**src/rtl/core/assert_macros.svh**
```systemverilog
// Assertion macros shared by the dispense sequencer RTL.
// No dependencies; expects clk and rst_n in the including scope.
`ifndef ASSERT_MACROS_SVH
`define ASSERT_MACROS_SVH

// Implication checked at every rising clock edge outside reset.
`define SGDS_ASSERT_IMPL(label, ante, cons, msg) \
  label: assert property (@(posedge clk) disable iff (!rst_n) (ante) |-> (cons)) \
    else $error(msg);

// Plain condition checked at every rising clock edge outside reset.
`define SGDS_ASSERT(label, cond, msg) \
  label: assert property (@(posedge clk) disable iff (!rst_n) (cond)) else $error(msg);

`endif

```
**src/rtl/core/sgds_pkg.sv**
```systemverilog
// Package for the sensor gated dispense sequencer: phase codes, register
// indexes, configuration and result structs, default parameter values.
`timescale 1ns / 1ps

package sgds_pkg;

  localparam int CAL_SAMPLES_DEF = 20;
  localparam int SAMPLE_BITS_DEF = 10;

  localparam int THR_W   = 10;
  localparam int COUNT_W = 8;
  localparam int TOWER_W = 3;
  localparam int SPEED_W = 8;
  localparam int CFG_W   = 10;
  localparam int CFG_IDX_W = 2;

  localparam logic [THR_W-1:0] THR_RESET = THR_W'(500);

  localparam logic [CFG_IDX_W-1:0] CFG_THR_BACK  = 2'd0;
  localparam logic [CFG_IDX_W-1:0] CFG_THR_FRONT = 2'd1;
  localparam logic [CFG_IDX_W-1:0] CFG_INIT_CNT  = 2'd2;
  localparam logic [CFG_IDX_W-1:0] CFG_TOWER     = 2'd3;

  typedef enum logic [2:0] {
    PH_IDLE  = 3'd0,
    PH_CAL   = 3'd1,
    PH_BACK  = 3'd2,
    PH_FWAIT = 3'd3,
    PH_FCOV  = 3'd4
  } phase_t;

  typedef struct packed {
    logic [THR_W-1:0]   thr_back;
    logic [THR_W-1:0]   thr_front;
    logic [COUNT_W-1:0] init_count;
    logic [TOWER_W-1:0] tower_num;
  } cfg_t;

  typedef struct packed {
    logic [SPEED_W-1:0] back_drive;
    logic [SPEED_W-1:0] front_drive;
    logic               tower_power;
    logic [TOWER_W-1:0] tower_select;
    phase_t             phase;
    logic               done_res;
    logic [COUNT_W-1:0] remaining;
  } res_t;

endpackage

```
**src/rtl/core/sgds_ctrl.sv**
```systemverilog
// Sequencer state and phase control for one tower.
// Depends on sgds_pkg and assert_macros.svh.
`timescale 1ns / 1ps
`include "assert_macros.svh"

module sgds_ctrl #(
  parameter int CAL_SAMPLES = sgds_pkg::CAL_SAMPLES_DEF,
  parameter int SAMPLE_BITS = sgds_pkg::SAMPLE_BITS_DEF
) (
  input  logic                         clk,
  input  logic                         rst_n,
  input  logic                         fire,
  input  logic                         kind,
  input  logic [SAMPLE_BITS-1:0]       back_sample,
  input  logic [SAMPLE_BITS-1:0]       front_sample,
  input  logic [sgds_pkg::SPEED_W-1:0] speed_back,
  input  logic [sgds_pkg::SPEED_W-1:0] speed_front,
  input  sgds_pkg::cfg_t               cfg,
  output sgds_pkg::res_t               res_nxt
);
  import sgds_pkg::*;

  localparam int CNT_W = $clog2(CAL_SAMPLES + 1);
  localparam int SUM_W = SAMPLE_BITS + CNT_W;
  localparam int X_W   = ((SAMPLE_BITS > THR_W) ? SAMPLE_BITS : THR_W) + 1;
  localparam int P_W   = X_W + CNT_W;
  localparam logic [P_W-1:0]   C_P     = P_W'(CAL_SAMPLES);
  localparam logic [CNT_W-1:0] CAL_END = CNT_W'(CAL_SAMPLES);

  phase_t             phase_r, phase_nxt;
  logic               calibrated_r, calibrated_nxt;
  logic [CNT_W-1:0]   cal_cnt_r, cal_cnt_nxt;
  logic [SUM_W-1:0]   sum_back_r, sum_back_nxt;
  logic [SUM_W-1:0]   sum_front_r, sum_front_nxt;
  logic [SUM_W-1:0]   bl_back_r, bl_back_nxt;
  logic [SUM_W-1:0]   bl_front_r, bl_front_nxt;
  logic [SPEED_W-1:0] lspd_back_r, lspd_back_nxt;
  logic [SPEED_W-1:0] lspd_front_r, lspd_front_nxt;
  logic               bmo_r, bmo_nxt;
  logic [COUNT_W-1:0] tally_r, tally_nxt;
  logic               done;

  // Baselines are kept as sums: x <= floor(s/N) iff x*N <= s.
  logic [X_W-1:0]   x_back, x_front;
  logic [P_W-1:0]   p_back, p_back1, p_front, p_front1, s_back, s_front;
  logic             back_cov_le, back_cov_lt, front_cov_lt, front_uncov;
  logic [CNT_W-1:0] cal_inc;

  assign x_back   = X_W'(back_sample) + X_W'(cfg.thr_back);
  assign x_front  = X_W'(front_sample) + X_W'(cfg.thr_front);
  assign p_back   = P_W'(x_back) * C_P;
  assign p_front  = P_W'(x_front) * C_P;
  assign p_back1  = p_back + C_P;
  assign p_front1 = p_front + C_P;
  assign s_back   = P_W'(bl_back_r);
  assign s_front  = P_W'(bl_front_r);

  assign back_cov_le  = (p_back <= s_back);
  assign back_cov_lt  = (p_back1 <= s_back);
  assign front_cov_lt = (p_front1 <= s_front);
  assign front_uncov  = (p_front > s_front);
  assign cal_inc      = cal_cnt_r + CNT_W'(1);

  always_comb begin
    phase_nxt = phase_r;
    if (fire) begin
      if (!kind) begin
        if (phase_r == PH_IDLE) begin
          phase_nxt = calibrated_r ? PH_BACK : PH_CAL;
        end
      end else begin
        case (phase_r)
          PH_CAL:   if (cal_inc >= CAL_END) phase_nxt = PH_BACK;
          PH_BACK:  if (back_cov_le) phase_nxt = PH_FWAIT;
          PH_FWAIT: if (front_cov_lt) phase_nxt = PH_FCOV;
          PH_FCOV:  if (front_uncov) phase_nxt = PH_IDLE;
          default:  phase_nxt = phase_r;
        endcase
      end
    end
  end

  always_comb begin
    calibrated_nxt = calibrated_r;
    cal_cnt_nxt    = cal_cnt_r;
    sum_back_nxt   = sum_back_r;
    sum_front_nxt  = sum_front_r;
    bl_back_nxt    = bl_back_r;
    bl_front_nxt   = bl_front_r;
    lspd_back_nxt  = lspd_back_r;
    lspd_front_nxt = lspd_front_r;
    bmo_nxt        = bmo_r;
    tally_nxt      = tally_r;
    done           = 1'b0;
    if (fire) begin
      if (!kind) begin
        if (phase_r == PH_IDLE) begin
          lspd_back_nxt  = speed_back;
          lspd_front_nxt = speed_front;
          if (!calibrated_r) begin
            cal_cnt_nxt   = '0;
            sum_back_nxt  = '0;
            sum_front_nxt = '0;
            bmo_nxt       = 1'b0;
          end else begin
            bmo_nxt = 1'b1;
          end
        end
      end else begin
        case (phase_r)
          PH_CAL: begin
            sum_back_nxt  = sum_back_r + SUM_W'(back_sample);
            sum_front_nxt = sum_front_r + SUM_W'(front_sample);
            cal_cnt_nxt   = cal_inc;
            if (cal_inc >= CAL_END) begin
              bl_back_nxt    = sum_back_nxt;
              bl_front_nxt   = sum_front_nxt;
              calibrated_nxt = 1'b1;
              cal_cnt_nxt    = '0;
              bmo_nxt        = 1'b1;
            end
          end
          PH_FWAIT: bmo_nxt = back_cov_lt;
          PH_FCOV: begin
            if (front_uncov) begin
              bmo_nxt = 1'b0;
              done    = 1'b1;
              if (tally_r != {COUNT_W{1'b1}}) tally_nxt = tally_r + COUNT_W'(1);
            end
          end
          default: bmo_nxt = bmo_r;
        endcase
      end
    end
  end

  always_comb begin
    res_nxt.back_drive   = bmo_nxt ? lspd_back_nxt : '0;
    res_nxt.front_drive  = (phase_nxt == PH_FWAIT || phase_nxt == PH_FCOV) ?
                           lspd_front_nxt : '0;
    res_nxt.tower_power  = (phase_nxt != PH_IDLE);
    res_nxt.tower_select = cfg.tower_num;
    res_nxt.phase        = phase_nxt;
    res_nxt.done_res     = done;
    res_nxt.remaining    = (cfg.init_count > tally_nxt) ? (cfg.init_count - tally_nxt) : '0;
  end

  always_ff @(posedge clk) begin
    if (!rst_n) begin
      phase_r      <= PH_IDLE;
      calibrated_r <= 1'b0;
      cal_cnt_r    <= '0;
      sum_back_r   <= '0;
      sum_front_r  <= '0;
      bl_back_r    <= '0;
      bl_front_r   <= '0;
      lspd_back_r  <= '0;
      lspd_front_r <= '0;
      bmo_r        <= 1'b0;
      tally_r      <= '0;
    end else begin
      phase_r      <= phase_nxt;
      calibrated_r <= calibrated_nxt;
      cal_cnt_r    <= cal_cnt_nxt;
      sum_back_r   <= sum_back_nxt;
      sum_front_r  <= sum_front_nxt;
      bl_back_r    <= bl_back_nxt;
      bl_front_r   <= bl_front_nxt;
      lspd_back_r  <= lspd_back_nxt;
      lspd_front_r <= lspd_front_nxt;
      bmo_r        <= bmo_nxt;
      tally_r      <= tally_nxt;
    end
  end

  `SGDS_ASSERT_IMPL(a_cal_only_uncal, phase_r == PH_CAL, !calibrated_r, "calibrating twice")
  `SGDS_ASSERT_IMPL(a_back_motor_run, phase_r == PH_BACK, calibrated_r && bmo_r, "back run bad")
  `SGDS_ASSERT_IMPL(a_idle_motor_off, phase_r == PH_IDLE, !bmo_r, "motor on while idle")
  `SGDS_ASSERT_IMPL(a_done_to_idle, res_nxt.done_res, phase_nxt == PH_IDLE, "done not idle")
  `SGDS_ASSERT(a_cal_cnt_range, cal_cnt_r < CAL_END, "calibration count overrun")

endmodule

```
**src/rtl/core/sensor_gated_dispense_sequencer_top.sv**
```systemverilog
// Sensor gated dispense sequencer. Accepts one item (start command or sensor
// sample pair) per cycle while not stalled and returns one result per item
// through an input register, then the phase logic into the result register.
// Calibration averages CAL_SAMPLES sample pairs after the first start; baselines
// are held as sums and compared against sample plus threshold times CAL_SAMPLES.
// A stalled result holds both stages; the input stalls only while the result does.
// Depends on sgds_pkg, sgds_ctrl and assert_macros.svh.
`timescale 1ns / 1ps

module sensor_gated_dispense_sequencer_top #(
  parameter int CAL_SAMPLES = sgds_pkg::CAL_SAMPLES_DEF,
  parameter int SAMPLE_BITS = sgds_pkg::SAMPLE_BITS_DEF
) (
  input  logic                           clk,
  input  logic                           rst_n,
  input  logic                           cfg_we,
  input  logic [sgds_pkg::CFG_IDX_W-1:0] cfg_idx,
  input  logic [sgds_pkg::CFG_W-1:0]     cfg_wdata,
  input  logic                           in_valid,
  output logic                           in_stall,
  input  logic                           in_kind,
  input  logic [SAMPLE_BITS-1:0]         in_back_sample,
  input  logic [SAMPLE_BITS-1:0]         in_front_sample,
  input  logic [sgds_pkg::SPEED_W-1:0]   in_speed_back,
  input  logic [sgds_pkg::SPEED_W-1:0]   in_speed_front,
  output logic                           out_valid,
  input  logic                           out_stall,
  output logic [sgds_pkg::SPEED_W-1:0]   out_back_drive,
  output logic [sgds_pkg::SPEED_W-1:0]   out_front_drive,
  output logic                           out_tower_power,
  output logic [sgds_pkg::TOWER_W-1:0]   out_tower_select,
  output logic [2:0]                     out_phase,
  output logic                           out_done_res,
  output logic [sgds_pkg::COUNT_W-1:0]   out_remaining
);
  import sgds_pkg::*;

  cfg_t cfg_r;
  logic advance;

  logic                   s1_valid_r;
  logic                   s1_kind_r;
  logic [SAMPLE_BITS-1:0] s1_back_r, s1_front_r;
  logic [SPEED_W-1:0]     s1_spd_back_r, s1_spd_front_r;

  logic out_valid_r;
  res_t res_nxt, res_r;

  assign advance  = !(out_valid_r && out_stall);
  assign in_stall = !advance;

  always_ff @(posedge clk) begin
    if (!rst_n) begin
      cfg_r.thr_back   <= THR_RESET;
      cfg_r.thr_front  <= THR_RESET;
      cfg_r.init_count <= '0;
      cfg_r.tower_num  <= '0;
    end else if (cfg_we) begin
      case (cfg_idx)
        CFG_THR_BACK:  cfg_r.thr_back   <= cfg_wdata[THR_W-1:0];
        CFG_THR_FRONT: cfg_r.thr_front  <= cfg_wdata[THR_W-1:0];
        CFG_INIT_CNT:  cfg_r.init_count <= cfg_wdata[COUNT_W-1:0];
        CFG_TOWER:     cfg_r.tower_num  <= cfg_wdata[TOWER_W-1:0];
        default:       cfg_r            <= cfg_r;
      endcase
    end
  end

  always_ff @(posedge clk) begin
    if (!rst_n) begin
      s1_valid_r  <= 1'b0;
      out_valid_r <= 1'b0;
    end else if (advance) begin
      s1_valid_r  <= in_valid;
      out_valid_r <= s1_valid_r;
    end
  end

  always_ff @(posedge clk) begin
    if (advance && in_valid) begin
      s1_kind_r      <= in_kind;
      s1_back_r      <= in_back_sample;
      s1_front_r     <= in_front_sample;
      s1_spd_back_r  <= in_speed_back;
      s1_spd_front_r <= in_speed_front;
    end
    if (advance && s1_valid_r) begin
      res_r <= res_nxt;
    end
  end

  sgds_ctrl #(
    .CAL_SAMPLES (CAL_SAMPLES),
    .SAMPLE_BITS (SAMPLE_BITS)
  ) u_ctrl (
    .clk          (clk),
    .rst_n        (rst_n),
    .fire         (advance && s1_valid_r),
    .kind         (s1_kind_r),
    .back_sample  (s1_back_r),
    .front_sample (s1_front_r),
    .speed_back   (s1_spd_back_r),
    .speed_front  (s1_spd_front_r),
    .cfg          (cfg_r),
    .res_nxt      (res_nxt)
  );

  assign out_valid        = out_valid_r;
  assign out_back_drive   = res_r.back_drive;
  assign out_front_drive  = res_r.front_drive;
  assign out_tower_power  = res_r.tower_power;
  assign out_tower_select = res_r.tower_select;
  assign out_phase        = res_r.phase;
  assign out_done_res     = res_r.done_res;
  assign out_remaining    = res_r.remaining;

endmodule
```
**config.mk**
```make
export PLATFORM = sky130hd
export DESIGN_NAME = sensor_gated_dispense_sequencer_top
export DESIGN_NICKNAME = d
export VERILOG_FILES = /design/src/rtl/core/sgds_pkg.sv /design/src/rtl/core/sgds_ctrl.sv /design/src/rtl/core/sensor_gated_dispense_sequencer_top.sv
export VERILOG_INCLUDE_DIRS = /design/src /design/src/rtl/core
export SDC_FILE = /design/constraint.sdc
export NUM_CORES = 1
export LEC_CHECK = 0
export ABC_AREA = 0
export ABC_CLOCK_PERIOD_IN_PS = 9100
export BUFFER_PORTS_ARGS = -buffer_cell sky130_fd_sc_hd__buf_2
export CORE_UTILIZATION = 50
export DETAILED_ROUTE_END_ITERATION = 6
export GPL_TIMING_DRIVEN = 0
export PLACE_DENSITY = 0.64
export SLEW_MARGIN = 20
export SYNTH_ARGS = -nofsm -noshare
export SYNTH_HDL_FRONTEND = slang
export SYNTH_SLANG_ARGS = --single-unit
```
**constraint.sdc**
```tcl
create_clock -name clk -period 9.1 [get_ports clk]
set_clock_uncertainty 0.05 [all_clocks]
set_input_delay 1.82 -clock clk [delete_from_list [all_inputs] [get_ports clk]]
set_output_delay 1.82 -clock clk [all_outputs]
set_load 0.005 [all_outputs]
```
==> results.toml <==
[run_status]
status = "completed"

[job]
max_cap_viol_count = 0

[synthesis]
synth_seq_cells = 196
ys_seq_area_share_pct = 38.0
synth_cell_type_count = 80
yosys_warnings = 0
synth_ff_type = "dfxtp_1"
synthCells = 1326
synth_nets = 1524
syn_avg_cell_area_sq_um = 9.16
syn_area_sq_um = 12100
synthArstFlopShare_pct = 0
synth_edf_count = 69

[power]
sw_frac_of_total_pct = 38.4
seq_power_share_pct = 32.1
p_total_mw = 2.96
ir_drop_uv = 143
leakagePower_nw = 5.51
p_comb_share_pct = 42.2
pwr-share-clk_pct = 25.7
netSwitchingPower_mw = 1.14
power_density_nw_per_um2 = 217
internal_power_mw = 1.83

[floorplanning]
rows = 56
dieArea_sq_um = 24900
start_util_pct = 51.4
io_pins = 88
die_h_um = 158
core_sq_um = 23600
die-width_um = 158

[placed_design]
place_inst = 1733
gp_congestion = 0.912
place.port_buffers = 86
dp_hpwl_mm = 24.0

[layout]
area_delta_synth_final_pct = 12.4
most-common-layout-cells = "ha_1, nand2_1, dfxtp_1"
final_nets = 1631
instances_no_fill = 1765
drive_gt1_share_pct = 10.7
n_antenna_cell = 0
final_common_cell = "ha_1"
fin_util_pct = 57.8

[routing]
ant_nets = 0
dr_total_vias = 9927
drtIter0Drc = 541
wl_mm = 30.7
wl_per_cell_um = 17.4
via_per_inst = 5.62
drtPass1Iterations = 5
drc = 0

[global_routing]
grt.total_usage_pct = 25.4
grtUsageMet1_pct = 34.9
antenna_found_initial = 0
grt-ovfl-total = 0
top_usage_layer = "met2"
grt_pass1_wl_mm = 48.5
grt_max_degree = 27
met2_usage_pct = 40.7
grt_pass1_vias = 9209
use_met3_pct = 5.28

[timing]
worstMarginPinSlew_ns = 0.898
rsz0062_at_grt = "false"
hold_violations = 0
setup_tns_ns = 0
finalSetupViolations = 0
maxSlewViolCount = 0
slew_headroom_pct = 39.8
finalCritPeriodShare_pct = 93.5
fmax_ghz = 0.118
layout_min_cycle_time_ns = 8.51

[setup_path]
startpoint = "s1_front_r[0]"
crit_top_cell = "a21oi_1"
required_ns = 9.23
crit_arrival_ns = 8.64
worst_setup_path_end_kind = "register"
critPathMaxStageDelay_ns = 0.53
worstPathMaxFanout = 8
cp_num_buf_inv = 2
reg2reg_from = "s1_front_r[0]"
path_delay_family = "compound AO/OA/AOI/OAI gates"
start_kind = "register"
critPathKind = "reg2reg"
slowest_stage = "a211oi_2"

[clocking]
cts_hold_buf = 0
cts_tree = "built"
worstSkewPairLatency_ns = 0.44
cts-buffers-inserted = 17
cts_sinks = 196
root_buffer = "clkbuf_16"
cts_buffer_depth = 2
htree_levels = 4
clk_pin_slew_worst_paths_ns = 0.08

[min_path]
hold_path_class = "reg2reg"
holdCritStartpoint = "cfg_r[1]"
## stage by stage
stage / worst slack, ns / hold WS (ns) / instance area, sq um
after floorplan: 2.09 / 0.358 / 12100
after global placement: 0.611 / 0.361 / 13000
after detailed placement: 0.476 / 0.368 / 13000
after CTS: 0.450 / 0.387 / 13600
after global routing: 0.0306 / 0.407 / 13700
final: 0.590 / 0.387 / 13700
## what timing repair did
item                       CTS  global route
buffers inserted             0             0
setup endpoints to repair    0             8
gates resized for setup      0             1
## cell type report
type	count	area, sq um
clock buffer	17	425
tap	319	399
timing repair buffer	88	470
inverter	75	282
buffer	45	176
multi-input combinational	1010	7100
sequential	196	4610
clock inverter	15	183
fill	2164	9960
## power by group through the flow
stage | clock network, mW | logic [mW] | registers (mW)
after floorplan | 0 | 0.955 | 0.964
after global placement | 0 | 1.22 | 0.972
after detailed placement | 0 | 1.24 | 0.971
after CTS | 0.771 | 1.25 | 0.951
after global routing | 0.805 | 1.42 | 0.953
final | 0.762 | 1.25 | 0.951
## cells in the mapped netlist (all sizes together), types with 8 or more instances
library cell | n | share of area, %
o31ai | 11 | 0.76
xnor2 | 56 | 4.2
inv | 74 | 2.3
dfxtp | 127 | 21
a211oi | 18 | 1.2
xor2 | 26 | 1.9
a22oi | 19 | 1.2
nand3 | 54 | 2.3
a21o | 21 | 1.3
edfxtp | 69 | 17
and2 | 8 | 0.41
a21oi | 111 | 4.6
nand2b | 13 | 0.67
nor3 | 27 | 1.2
o21a | 13 | 0.80
nor2b | 9 | 0.46
o21bai | 11 | 0.77
nand2 | 134 | 4.1
nand4 | 16 | 0.93
ha | 137 | 14
nor2 | 123 | 3.8
clkbuf | 36 | 1.1
and3 | 12 | 0.62
o21ai | 55 | 2.3
buf | 9 | 0.34
mux2i | 31 | 2.6
## registers in the layout (all words and copies together) (netlist names), 10 cells and up
name                flops
cfg_r                  31
s1_back_r              10
s1_front_r             10
u_ctrl.bl_back_r       15
u_ctrl.bl_front_r      15
u_ctrl.sum_back_r      15
u_ctrl.sum_front_r     15
## metal layers
metal / wire, um / vias up
li1: - / 5009
met1: 14700 / 4671
met2: 13700 / 221
met3: 1730 / 26
met4: 495 / 0
met5: 0 / -
## path summary, 6_finish.rpt
path | to | cells after the start | slack, ns
max | out_remaining[3] | 34 | 0.59
min | out_tower_select[1] | 0 | 0.39
max reg2reg | out_remaining[3] | 34 | 0.59
min reg2reg | out_tower_select[1] | 0 | 0.39
## logic make-up (layout without fill, tap and decap cells)
family                     count (synthesis)  after routing  synth area share [%]
buffers and inverters                    120            240                  3.77
DFF                                      196            196                  38.0
muxes                                     31             31                  2.56
and+or+nand+nor                          434            434                  16.9
adders and majority gates                144            144                  15.3
xor gates and xnor gates                  82             82                  6.10
AOI/OAI and AO/OA                        319            319                  17.4
(Power assumes the default switching activity.)
